File: src/sv/idl_pkg.sv
// Shared types, constants and format helpers of the display-list triangle assembler.
package idl_pkg;

   localparam int unsigned FMT_W           = 12;
   localparam int unsigned IDX_W           = 16;
   localparam int unsigned LOOP_W          = 4 * IDX_W;
   localparam int unsigned TRI_QUEUE_DEPTH = 4;

   localparam logic [FMT_W-1:0] FMT_RESET = 12'd8;

   localparam logic [7:0] TYPE_END   = 8'h00;
   localparam logic [7:0] TYPE_LIST  = 8'h90;
   localparam logic [7:0] TYPE_STRIP = 8'h98;

   // index_format bit positions
   localparam int unsigned FMT_POS_WIDE = 2;
   localparam int unsigned FMT_POS_HAS  = 3;
   localparam int unsigned FMT_NRM_WIDE = 4;
   localparam int unsigned FMT_NRM_HAS  = 5;
   localparam int unsigned FMT_COL_WIDE = 6;
   localparam int unsigned FMT_COL_HAS  = 7;
   localparam int unsigned FMT_UV_WIDE  = 10;
   localparam int unsigned FMT_UV_HAS   = 11;

   // attribute field codes, in stream order
   localparam logic [1:0] FIELD_POS = 2'd0;
   localparam logic [1:0] FIELD_NRM = 2'd1;
   localparam logic [1:0] FIELD_COL = 2'd2;
   localparam logic [1:0] FIELD_UV  = 2'd3;

   // primitive kinds
   localparam logic [1:0] KIND_SILENT = 2'd0;
   localparam logic [1:0] KIND_LIST   = 2'd1;
   localparam logic [1:0] KIND_STRIP  = 2'd2;

   // one assembled triangle, corners in output order
   typedef struct packed {
      logic [LOOP_W-1:0] loop0;
      logic [LOOP_W-1:0] loop1;
      logic [LOOP_W-1:0] loop2;
      logic              strip;
      logic [IDX_W-1:0]  tri_num;
   } tri_type;

   function automatic logic fmt_wide(input logic [FMT_W-1:0] fmt, input logic [1:0] f);
      logic w;
      case (f)
         FIELD_POS: w = fmt[FMT_POS_WIDE];
         FIELD_NRM: w = fmt[FMT_NRM_WIDE];
         FIELD_COL: w = fmt[FMT_COL_WIDE];
         FIELD_UV:  w = fmt[FMT_UV_WIDE];
         default:   w = 1'b0;
      endcase
      return w;
   endfunction

   // position is always read
   function automatic logic fmt_has(input logic [FMT_W-1:0] fmt, input logic [1:0] f);
      logic h;
      case (f)
         FIELD_POS: h = 1'b1;
         FIELD_NRM: h = fmt[FMT_NRM_HAS];
         FIELD_COL: h = fmt[FMT_COL_HAS];
         FIELD_UV:  h = fmt[FMT_UV_HAS];
         default:   h = 1'b0;
      endcase
      return h;
   endfunction

endpackage

File: src/sv/indexed_display_list_triangle_assembler_core.sv
// Top level of the indexed display-list triangle assembler.
// Usage:
//  - req channel: one display-list byte per request (req_data_byte), with
//    req_buffer_last on the final byte of a geometry buffer. A request is
//    taken when req_push is high and req_full is low.
//  - rsp channel: one triangle corner per response (attribute indices,
//    corner number, strip flag, triangle ordinal, run_end on corner 2).
//    The oldest corner is shown while rsp_empty is low; rsp_pop takes it.
//  - csr channel: writes index_format; csr_ready is always high. Write it
//    only while no request is in flight.
// Timing: the parser takes one byte per cycle while req_full is low. A byte
// that completes a triangle writes it to the triangle queue at its accept
// edge, so if the queue was empty corner 0 is on the rsp ports the next
// cycle; corners 1 and 2 follow one per cycle while rsp_pop is high.
// Stalls: when rsp_pop is held low the queue fills; req_full rises once
// QUEUE_DEPTH triangles wait, and the parser holds until one drains.
// Reset clears the parser to "await type byte", empties the queue and loads
// index_format with its default.
module indexed_display_list_triangle_assembler_core #(
   parameter int unsigned QUEUE_DEPTH = idl_pkg::TRI_QUEUE_DEPTH
) (
   input  logic                      clock,
   input  logic                      reset,
   // request channel
   input  logic                      req_push,
   output logic                      req_full,
   input  logic [7:0]                req_data_byte,
   input  logic                      req_buffer_last,
   // response channel
   output logic                      rsp_empty,
   input  logic                      rsp_pop,
   output logic [idl_pkg::IDX_W-1:0] rsp_pos_idx,
   output logic [idl_pkg::IDX_W-1:0] rsp_nrm_idx,
   output logic [idl_pkg::IDX_W-1:0] rsp_col_idx,
   output logic [idl_pkg::IDX_W-1:0] rsp_tex_idx,
   output logic [1:0]                rsp_corner,
   output logic                      rsp_from_strip,
   output logic [idl_pkg::IDX_W-1:0] rsp_tri_number,
   output logic                      rsp_run_end,
   // configuration channel
   input  logic                      csr_valid,
   output logic                      csr_ready,
   input  logic [idl_pkg::FMT_W-1:0] csr_index_format
);
   import idl_pkg::*;

   logic [FMT_W-1:0] fmt_ff;
   logic             req_take;
   logic             tri_valid;
   tri_type          tri_wr;
   tri_type          tri_head;
   logic             tri_empty;
   logic             tri_pop;

   // format register; writes are always taken
   assign csr_ready = 1'b1;

   always_ff @(posedge clock) begin
      if (reset) begin
         fmt_ff <= FMT_RESET;
      end else if (csr_valid && csr_ready) begin
         fmt_ff <= csr_index_format;
      end
   end

   // full whenever no queue slot is free, so a completing byte never drops
   assign req_take = req_push && !req_full;

   idl_parser u_parser (
      .clock        (clock),
      .reset        (reset),
      .byte_valid   (req_take),
      .data_byte    (req_data_byte),
      .buffer_last  (req_buffer_last),
      .index_format (fmt_ff),
      .tri_valid    (tri_valid),
      .tri_data     (tri_wr)
   );

   idl_tri_fifo #(
      .DEPTH (QUEUE_DEPTH)
   ) u_queue (
      .clock   (clock),
      .reset   (reset),
      .wr_en   (tri_valid),
      .wr_data (tri_wr),
      .full    (req_full),
      .rd_en   (tri_pop),
      .empty   (tri_empty),
      .rd_data (tri_head)
   );

   idl_corner_out u_corner (
      .clock          (clock),
      .reset          (reset),
      .tri_empty      (tri_empty),
      .tri_head       (tri_head),
      .tri_pop        (tri_pop),
      .rsp_pop        (rsp_pop),
      .rsp_empty      (rsp_empty),
      .rsp_pos_idx    (rsp_pos_idx),
      .rsp_nrm_idx    (rsp_nrm_idx),
      .rsp_col_idx    (rsp_col_idx),
      .rsp_tex_idx    (rsp_tex_idx),
      .rsp_corner     (rsp_corner),
      .rsp_from_strip (rsp_from_strip),
      .rsp_tri_number (rsp_tri_number),
      .rsp_run_end    (rsp_run_end)
   );

   // a triangle is only produced by an accepted request
   a_tri_needs_req: assert property (@(posedge clock) disable iff (reset)
      tri_valid |-> req_take)
      else $error("triangle produced without a request");

endmodule

File: src/sv/idl_parser.sv
// Front end: byte-stream parser that assembles vertices and triangles.
module idl_parser (
   input  logic                      clock,
   input  logic                      reset,
   input  logic                      byte_valid,
   input  logic [7:0]                data_byte,
   input  logic                      buffer_last,
   input  logic [idl_pkg::FMT_W-1:0] index_format,
   output logic                      tri_valid,
   output idl_pkg::tri_type          tri_data
);
   import idl_pkg::*;

   localparam logic [1:0] PH_TYPE   = 2'd0;
   localparam logic [1:0] PH_CNT_HI = 2'd1;
   localparam logic [1:0] PH_CNT_LO = 2'd2;
   localparam logic [1:0] PH_VERTEX = 2'd3;

   logic [1:0]        phase_ff, phase_in;
   logic [1:0]        kind_ff, kind_in;
   logic [IDX_W-1:0]  verts_left_ff, verts_left_in;
   logic [IDX_W-1:0]  vert_count_ff, vert_count_in;
   logic [1:0]        vc_mod3_ff, vc_mod3_in;
   logic [IDX_W-1:0]  list_tri_ff, list_tri_in;
   logic [1:0]        field_ff, field_in;
   logic [8:0]        pend_ff, pend_in;
   logic [LOOP_W-1:0] loop_ff, loop_in;
   logic              stopped_ff, stopped_in;
   logic [LOOP_W-1:0] prior0_ff, prior0_in;
   logic [LOOP_W-1:0] prior1_ff, prior1_in;

   logic              wide;
   logic [IDX_W-1:0]  value;
   logic [LOOP_W-1:0] loop_new;
   logic [1:0]        next_field;
   logic              vert_done;
   logic [IDX_W-1:0]  strip_tri;
   logic [IDX_W-1:0]  verts_dec;

   always_comb begin
      phase_in      = phase_ff;
      kind_in       = kind_ff;
      verts_left_in = verts_left_ff;
      vert_count_in = vert_count_ff;
      vc_mod3_in    = vc_mod3_ff;
      list_tri_in   = list_tri_ff;
      field_in      = field_ff;
      pend_in       = pend_ff;
      loop_in       = loop_ff;
      stopped_in    = stopped_ff;
      prior0_in     = prior0_ff;
      prior1_in     = prior1_ff;
      tri_valid     = 1'b0;
      tri_data      = '0;

      wide      = fmt_wide(index_format, field_ff);
      value     = wide ? {pend_ff[7:0], data_byte} : {8'd0, data_byte};
      loop_new  = loop_ff;
      loop_new[{field_ff, 4'd0} +: IDX_W] = value;
      strip_tri = vert_count_ff - IDX_W'(2);
      verts_dec = verts_left_ff - IDX_W'(1);

      vert_done  = 1'b0;
      next_field = field_ff;
      if (field_ff < FIELD_NRM && fmt_has(index_format, FIELD_NRM)) begin
         next_field = FIELD_NRM;
      end else if (field_ff < FIELD_COL && fmt_has(index_format, FIELD_COL)) begin
         next_field = FIELD_COL;
      end else if (field_ff < FIELD_UV && fmt_has(index_format, FIELD_UV)) begin
         next_field = FIELD_UV;
      end else begin
         vert_done = 1'b1;
      end

      if (byte_valid && !stopped_ff) begin
         case (phase_ff)
            PH_TYPE: begin
               if (data_byte == TYPE_END) begin
                  stopped_in = 1'b1;
               end else begin
                  kind_in  = (data_byte == TYPE_LIST)  ? KIND_LIST :
                             (data_byte == TYPE_STRIP) ? KIND_STRIP : KIND_SILENT;
                  phase_in = PH_CNT_HI;
               end
            end
            PH_CNT_HI: begin
               pend_in  = {1'b1, data_byte};
               phase_in = PH_CNT_LO;
            end
            PH_CNT_LO: begin
               verts_left_in = {pend_ff[7:0], data_byte};
               pend_in       = '0;
               vert_count_in = '0;
               vc_mod3_in    = '0;
               list_tri_in   = '0;
               field_in      = FIELD_POS;
               loop_in       = '0;
               phase_in      = ({pend_ff[7:0], data_byte} == '0) ? PH_TYPE : PH_VERTEX;
            end
            PH_VERTEX: begin
               if (wide && !pend_ff[8]) begin
                  pend_in = {1'b1, data_byte};
               end else if (!vert_done) begin
                  pend_in  = '0;
                  loop_in  = loop_new;
                  field_in = next_field;
               end else begin
                  // vertex complete: maybe release a triangle
                  if (kind_ff == KIND_LIST && vc_mod3_ff == 2'd2) begin
                     tri_valid        = 1'b1;
                     tri_data.loop0   = prior0_ff;
                     tri_data.loop1   = prior1_ff;
                     tri_data.loop2   = loop_new;
                     tri_data.strip   = 1'b0;
                     tri_data.tri_num = list_tri_ff;
                  end else if (kind_ff == KIND_STRIP && vert_count_ff >= IDX_W'(2)) begin
                     tri_valid        = 1'b1;
                     tri_data.loop0   = strip_tri[0] ? prior0_ff : prior1_ff;
                     tri_data.loop1   = strip_tri[0] ? prior1_ff : prior0_ff;
                     tri_data.loop2   = loop_new;
                     tri_data.strip   = 1'b1;
                     tri_data.tri_num = strip_tri;
                  end
                  prior0_in     = prior1_ff;
                  prior1_in     = loop_new;
                  vert_count_in = vert_count_ff + IDX_W'(1);
                  vc_mod3_in    = (vc_mod3_ff == 2'd2) ? 2'd0 : vc_mod3_ff + 2'd1;
                  list_tri_in   = (vc_mod3_ff == 2'd2) ? list_tri_ff + IDX_W'(1) : list_tri_ff;
                  verts_left_in = verts_dec;
                  loop_in       = '0;
                  field_in      = FIELD_POS;
                  pend_in       = '0;
                  if (verts_dec == '0) begin
                     phase_in = PH_TYPE;
                  end
               end
            end
            default: begin
               phase_in = PH_TYPE;
            end
         endcase
      end

      // end of geometry buffer: drop everything partial
      if (byte_valid && buffer_last) begin
         phase_in      = PH_TYPE;
         kind_in       = KIND_SILENT;
         verts_left_in = '0;
         vert_count_in = '0;
         vc_mod3_in    = '0;
         list_tri_in   = '0;
         field_in      = FIELD_POS;
         pend_in       = '0;
         loop_in       = '0;
         stopped_in    = 1'b0;
      end
   end

   always_ff @(posedge clock) begin
      if (reset) begin
         phase_ff      <= PH_TYPE;
         kind_ff       <= KIND_SILENT;
         verts_left_ff <= '0;
         vert_count_ff <= '0;
         vc_mod3_ff    <= '0;
         list_tri_ff   <= '0;
         field_ff      <= FIELD_POS;
         pend_ff       <= '0;
         loop_ff       <= '0;
         stopped_ff    <= 1'b0;
      end else begin
         phase_ff      <= phase_in;
         kind_ff       <= kind_in;
         verts_left_ff <= verts_left_in;
         vert_count_ff <= vert_count_in;
         vc_mod3_ff    <= vc_mod3_in;
         list_tri_ff   <= list_tri_in;
         field_ff      <= field_in;
         pend_ff       <= pend_in;
         loop_ff       <= loop_in;
         stopped_ff    <= stopped_in;
      end
   end

   always_ff @(posedge clock) begin
      prior0_ff <= prior0_in;
      prior1_ff <= prior1_in;
   end

   a_tri_from_vertex: assert property (@(posedge clock) disable iff (reset)
      tri_valid |-> (phase_ff == PH_VERTEX && !stopped_ff && byte_valid))
      else $error("triangle released outside vertex parsing");

   a_last_clears: assert property (@(posedge clock) disable iff (reset)
      (byte_valid && buffer_last) |=> (phase_ff == PH_TYPE && !stopped_ff && pend_ff == '0))
      else $error("buffer end did not clear parse state");

   a_mod3_range: assert property (@(posedge clock) disable iff (reset)
      vc_mod3_ff != 2'd3)
      else $error("list vertex phase out of range");

endmodule

File: src/sv/idl_tri_fifo.sv
// Short triangle queue between the parser and the corner emitter.
module idl_tri_fifo #(
   parameter int unsigned DEPTH = idl_pkg::TRI_QUEUE_DEPTH
) (
   input  logic             clock,
   input  logic             reset,
   input  logic             wr_en,
   input  idl_pkg::tri_type wr_data,
   output logic             full,
   input  logic             rd_en,
   output logic             empty,
   output idl_pkg::tri_type rd_data
);
   import idl_pkg::*;

   localparam int unsigned PTR_W = (DEPTH > 1) ? $clog2(DEPTH) : 1;
   localparam int unsigned CNT_W = $clog2(DEPTH + 1);

   tri_type           mem_ff [DEPTH];
   logic [PTR_W-1:0]  wr_ptr_ff, wr_ptr_in;
   logic [PTR_W-1:0]  rd_ptr_ff, rd_ptr_in;
   logic [CNT_W-1:0]  count_ff, count_in;
   logic              do_wr, do_rd;

   assign full    = (count_ff == CNT_W'(DEPTH));
   assign empty   = (count_ff == '0);
   assign do_wr   = wr_en && !full;
   assign do_rd   = rd_en && !empty;
   assign rd_data = mem_ff[rd_ptr_ff];

   always_comb begin
      wr_ptr_in = wr_ptr_ff;
      rd_ptr_in = rd_ptr_ff;
      count_in  = count_ff;
      if (do_wr) begin
         wr_ptr_in = (wr_ptr_ff == PTR_W'(DEPTH - 1)) ? '0 : wr_ptr_ff + PTR_W'(1);
      end
      if (do_rd) begin
         rd_ptr_in = (rd_ptr_ff == PTR_W'(DEPTH - 1)) ? '0 : rd_ptr_ff + PTR_W'(1);
      end
      if (do_wr && !do_rd) begin
         count_in = count_ff + CNT_W'(1);
      end else if (do_rd && !do_wr) begin
         count_in = count_ff - CNT_W'(1);
      end
   end

   always_ff @(posedge clock) begin
      if (reset) begin
         wr_ptr_ff <= '0;
         rd_ptr_ff <= '0;
         count_ff  <= '0;
      end else begin
         wr_ptr_ff <= wr_ptr_in;
         rd_ptr_ff <= rd_ptr_in;
         count_ff  <= count_in;
      end
   end

   always_ff @(posedge clock) begin
      if (do_wr) begin
         mem_ff[wr_ptr_ff] <= wr_data;
      end
   end

   a_count_bound: assert property (@(posedge clock) disable iff (reset)
      count_ff <= CNT_W'(DEPTH))
      else $error("triangle queue overfilled");

   a_count_grows: assert property (@(posedge clock) disable iff (reset)
      (do_wr && !do_rd) |=> (count_ff == $past(count_ff) + CNT_W'(1)))
      else $error("triangle queue lost a write");

endmodule

File: src/sv/idl_corner_out.sv
// Back end: splits each queued triangle into three corner responses.
module idl_corner_out (
   input  logic                      clock,
   input  logic                      reset,
   input  logic                      tri_empty,
   input  idl_pkg::tri_type          tri_head,
   output logic                      tri_pop,
   input  logic                      rsp_pop,
   output logic                      rsp_empty,
   output logic [idl_pkg::IDX_W-1:0] rsp_pos_idx,
   output logic [idl_pkg::IDX_W-1:0] rsp_nrm_idx,
   output logic [idl_pkg::IDX_W-1:0] rsp_col_idx,
   output logic [idl_pkg::IDX_W-1:0] rsp_tex_idx,
   output logic [1:0]                rsp_corner,
   output logic                      rsp_from_strip,
   output logic [idl_pkg::IDX_W-1:0] rsp_tri_number,
   output logic                      rsp_run_end
);
   import idl_pkg::*;

   logic [1:0]        corner_ff, corner_in;
   logic [LOOP_W-1:0] loop_sel;
   logic              take;

   assign rsp_empty = tri_empty;
   assign take      = rsp_pop && !tri_empty;
   assign tri_pop   = take && (corner_ff == 2'd2);

   always_comb begin
      case (corner_ff)
         2'd0:    loop_sel = tri_head.loop0;
         2'd1:    loop_sel = tri_head.loop1;
         default: loop_sel = tri_head.loop2;
      endcase
      corner_in = corner_ff;
      if (take) begin
         corner_in = (corner_ff == 2'd2) ? 2'd0 : corner_ff + 2'd1;
      end
   end

   assign rsp_pos_idx    = loop_sel[0*IDX_W +: IDX_W];
   assign rsp_nrm_idx    = loop_sel[1*IDX_W +: IDX_W];
   assign rsp_col_idx    = loop_sel[2*IDX_W +: IDX_W];
   assign rsp_tex_idx    = loop_sel[3*IDX_W +: IDX_W];
   assign rsp_corner     = corner_ff;
   assign rsp_from_strip = tri_head.strip;
   assign rsp_tri_number = tri_head.tri_num;
   assign rsp_run_end    = (corner_ff == 2'd2);

   always_ff @(posedge clock) begin
      if (reset) begin
         corner_ff <= 2'd0;
      end else begin
         corner_ff <= corner_in;
      end
   end

   a_corner_range: assert property (@(posedge clock) disable iff (reset)
      corner_ff != 2'd3)
      else $error("corner counter out of range");

   a_corner_hold: assert property (@(posedge clock) disable iff (reset)
      !take |=> $stable(corner_ff))
      else $error("corner advanced without a pop");

endmodule
File: config.mk
export PLATFORM = sky130hd
export DESIGN_NAME = indexed_display_list_triangle_assembler_core
export DESIGN_NICKNAME = d
export VERILOG_FILES = /design/src/sv/idl_pkg.sv /design/src/sv/indexed_display_list_triangle_assembler_core.sv /design/src/sv/idl_parser.sv /design/src/sv/idl_tri_fifo.sv /design/src/sv/idl_corner_out.sv
export SDC_FILE = /design/constraint.sdc
export NUM_CORES = 1
export LEC_CHECK = 0
export ABC_AREA = 0
export BUFFER_PORTS_ARGS = -buffer_cell sky130_fd_sc_hd__buf_2
export CAP_MARGIN = 5
export CORE_ASPECT_RATIO = 2
export CORE_MARGIN = 4
export CORE_UTILIZATION = 30
export DETAILED_ROUTE_END_ITERATION = 10
export PLACE_DENSITY = 0.46
export SYNTH_ARGS = -nofsm -noshare
export SYNTH_HDL_FRONTEND = slang
export SYNTH_SLANG_ARGS = --single-unit
File: constraint.sdc
create_clock -name clock -period 7 [get_ports clock]
set_input_delay 0.35 -clock clock [delete_from_list [all_inputs] [get_ports clock]]
set_output_delay 0.35 -clock clock [all_outputs]
set_load 0.01 [all_outputs]
==> impl_metrics.env <==
export IMPL_r2r_cells=9
export IMPL_async_reset_ff_share_pct=0
export IMPL_r2r_end="u_queue.mem_ff[2][14]"
export IMPL_fp_dieH_um=556
export IMPL_drive_above_1_share_pct=18.8
export IMPL_critPathKind="reg2reg"
export IMPL_grt_use_total_pct=14.9
export IMPL_post_place_ws_ns=2.39
export IMPL_grt_pass1_vias=26556
export IMPL_cp_endpoint="u_queue.mem_ff[2][14]"
export IMPL_cp_end_kind="flip-flop"
export IMPL_fin_nets=2860
export IMPL_area_growth_pct=13.4
export IMPL_grt_overflow_total=0
export IMPL_clock_path_buffers=3
export IMPL_clkLatencyLatePin_ns=0.71
export IMPL_crit_fanout=39
export IMPL_root_buffer="clkbuf_16"
export IMPL_min_period_ns=4.56
export IMPL_final_max_slew_viol_count=0
export IMPL_synth_top_cell_area_share_pct=64.3
export IMPL_hold_viol_final=0
export IMPL_die_w_um=282
export IMPL_vdd_drop_max_uv=192
export IMPL_grt_pass1_wl_mm=174
export IMPL_m1WireLength_mm=45.9
export IMPL_arrival_ns=4.96
export IMPL_synth_top_area_cell="edfxtp_1"
export IMPL_ys_flop_type="edfxtp_1"
export IMPL_fin_crit_sh_pct=65.1
export IMPL_drt_iter0_markers=1559
export IMPL_slew_headroom_pct=13.5
export IMPL_wirelength_mm=118
export IMPL_wl_per_cell_um=24.5
export IMPL_post_dp_hpwl_mm=66.7
export IMPL_hp_class="in2reg"
export IMPL_viasPerCell=5.15
export IMPL_startpoint="u_parser.field_ff[0]"
export IMPL_avgSynthCellArea_um2=16.4
export IMPL_ys_seq_elements=1112
export IMPL_via_count=24800
export IMPL_path_clk_slew_ns=0.07
export IMPL_p_per_area_nw_per_um2=250
export IMPL_p_leak_nw=16.0
export IMPL_cts_buffers=98
export IMPL_wl_met3_mm=4.86
export IMPL_required_ns=7.40
export IMPL_status="finished clean"
export IMPL_ant_nets=0
export IMPL_fin_skew_ns=0.0358
export IMPL_routed_wl_met2_mm=64.1
export IMPL_drt_pass1_iter_count=5
export IMPL_portBuffers=106
export IMPL_start_util_pct=30.2
export IMPL_clock_sinks=1112
export IMPL_rsz0062_at_grt="no"
export IMPL_grt_max_degree=109
export IMPL_synthTopCellsByArea="edfxtp_1 64%, mux4_2 10%, dfxtp_1 6.6%"
export IMPL_antenna_found_initial=2
export IMPL_remaining_drc_errors=0
export IMPL_yosysSeqAreaShare_pct=70.9
export IMPL_cts_tree="done"
export IMPL_routed_top_layer="met4"
export IMPL_cts_setup_buffers=0
export IMPL_dieArea_um2=157000
export IMPL_syn_area_um2=45000
export IMPL_synthDistinctLibCells=67
export IMPL_timing_final_ws_setup_ns=2.44
export IMPL_synth_edff_count=964
export IMPL_core_area_um2=149000
export IMPL_dpl_instance_area_um2=47700
export IMPL_syn_inst=2747
export IMPL_max_cap_violations=0
export IMPL_r2r_start="u_parser.field_ff[0]"
export IMPL_final_area_um2=51100
export IMPL_tightest_slew_ns=1.30
export IMPL_setup_viol=0
export IMPL_gp_congestion=0.768
export IMPL_row_count=200
export IMPL_fill_cells=14081
export IMPL_max_freq_mhz=219
export IMPL_synth_fp_nets=2792
export IMPL_ys_warn_count=0
export IMPL_startpoint_type="flip-flop"
export IMPL_io_pins=113
export IMPL_rrSetupSlack_ns=2.44
export IMPL_ctsHtreeMaxLevel=3
==> metal layers <==
metal | global-route usage [%] | up-vias
met3 | 2.03 | 161
met1 | 17.4 | 13111
met4 | 4.77 | 0
met2 | 28.0 | 607
met5 | 0 | -
li1 | - | 10921
==> how the worst min path moves through the flow <==
stage / start / end / slack, ns / depth (start not counted)
5_1_grt: csr_valid / fmt_ff[10] / 0.04 / 3
6_report: csr_valid / fmt_ff[5] / 0.07 / 3
2_1_floorplan: u_parser.vc_mod3_ff[0] / u_parser.vc_mod3_ff[0] / 0.44 / 2
4_1_cts: csr_valid / fmt_ff[6] / 0.008 / 3
3_5_place_dp: u_parser.prior1_ff[39] / u_parser.prior0_ff[39] / 0.46 / 0
3_3_place_gp: u_parser.vc_mod3_ff[0] / u_parser.vc_mod3_ff[0] / 0.46 / 2
==> state kept, by name, indices dropped and copies added, names as in the netlist, 3 cells and up, named ones only <==
name and flops:
fmt_ff 7, u_parser.list_tri_ff 16, u_parser.loop_ff 64, u_parser.pend_ff 9, u_parser.prior0_ff 64, u_parser.prior1_ff 64
u_parser.vert_count_ff 16, u_parser.verts_left_ff 16, u_queue.count_ff 3, u_queue.mem_ff 836
==> layout make-up <==
| class | count | area [um^2] | area share, % |
|---|---|---|---|
| inverters | 26 | 103 | 0.201 |
| diodes | 1 | 2.50 | 0.00490 |
| clock inverters | 61 | 671 | 1.31 |
| repair buffers | 158 | 1100 | 2.16 |
| well taps | 1919 | 2400 | 4.70 |
| multi-input cells | 1419 | 12200 | 24.0 |
| flip-flops and latches | 1112 | 31900 | 62.5 |
| clock buffers | 122 | 2600 | 5.10 |
==> worst max-delay path, stage by stage (launching register included) <==
cell and delay, ns:
dfxtp_1 0.45, inv_1 0.22, ha_1 0.29, a222oi_1 0.78, a211o_2 0.36, nand4_4 0.10
buf_4 0.37, inv_6 0.43, nand2_1 0.51, o21ai_0 0.69
==> synth_stat cells, types with 3 or more instances <==
| master | instances |
|---|---|
| xor2_1 | 8 |
| and2_1 | 8 |
| o21ai_0 | 101 |
| nand4_1 | 7 |
| nand3_1 | 13 |
| buf_2 | 24 |
| buf_6 | 16 |
| o21ai_1 | 3 |
| buf_4 | 3 |
| a21oi_1 | 41 |
| edfxtp_1 | 964 |
| ha_1 | 18 |
| nand2b_1 | 5 |
| nor3b_1 | 8 |
| nor2_1 | 286 |
| mux2i_1 | 76 |
| or3_1 | 9 |
| o211ai_1 | 3 |
| nor4b_1 | 8 |
| mux4_2 | 209 |
| nand2_1 | 132 |
| and4_1 | 5 |
| o31ai_1 | 6 |
| buf_1 | 32 |
| xnor2_1 | 37 |
| inv_1 | 22 |
| nor2b_1 | 71 |
| and3_1 | 8 |
| dfxtp_1 | 148 |
| a21o_1 | 5 |
| or4_1 | 5 |
| clkbuf_1 | 115 |
| a22oi_1 | 202 |
| a22o_1 | 65 |
| o21a_1 | 4 |
| nor4_1 | 21 |
| nor3_1 | 19 |
==> logic make-up (layout without fill, tap and decap cells) <==
logic type,count (synthesis),count (layout),synth area share [%]
flip-flops,1112,1112,70.9
other,1,2,0.00833
XOR/XNOR,45,45,0.875
adder cells (fa/ha/maj),19,19,0.545
buffers and inverters,216,367,2.16
AND/OR/NAND/NOR,620,620,6.46
multiplexers,285,285,12.1
AO/OA/AOI/OAI,449,449,6.93
==> placed cells by master (no fill, tap or decap), types with 5 or more instances in the layout <==
cell type,n
or4_1,5
clkbuf_16,99
a22oi_1,202
nor2b_1,71
nor3_1,17
bufinv_16,10
and2_4,5
a21oi_1,40
nor4b_1,8
nor4_1,20
xnor2_1,37
clkinv_8,6
or3_1,9
and3_1,8
edfxtp_1,964
dfxtp_1,144
inv_1,21
and4_1,5
clkbuf_1,19
xor2_1,8
buf_4,31
mux2i_1,76
a22o_1,65
o31ai_1,6
dlygate4sd3_1,8
nand3_1,13
nand2b_1,5
buf_2,106
clkinv_1,14
nand4_1,7
buf_12,13
nor3b_1,8
nand2_1,132
nor2_1,286
mux4_2,209
o21ai_0,100
ha_1,18
clkinv_2,20
==> stage by stage <==
step | power, mW | utilization, % | TNS (ns) | std cells | hold slack, ns
floorplan | 7.31 | - | -274.72 | 2747 | 0.444
global placement | 7.36 | 32.0 | 0 | 4626 | 0.460
detailed placement | 7.36 | 32.0 | 0 | 4626 | 0.464
CTS | 13.0 | 34.3 | 0 | 4817 | 0.00819
global route | 13.2 | 34.3 | 0 | 4818 | 0.0410
finish | 12.8 | 34.3 | 0 | 4818 | 0.0737
==> report_power, final <==
group	switching (mW)	leakage (nW)	internal, mW
registers	0.0119	10.5	7.10
clock network	2.50	1.61	3.05
logic	0.0809	3.91	0.0282
total	2.59	16.0	10.2
==> timing repair <==
item / in CTS / in global routing
setup endpoints to repair: 0 / 0
hold buffers: 8 / 0
endpoints found under the hold margin: 8 / 0
gates resized for setup: 0 / 0
Note: power is estimated with default switching activity, not from simulation.
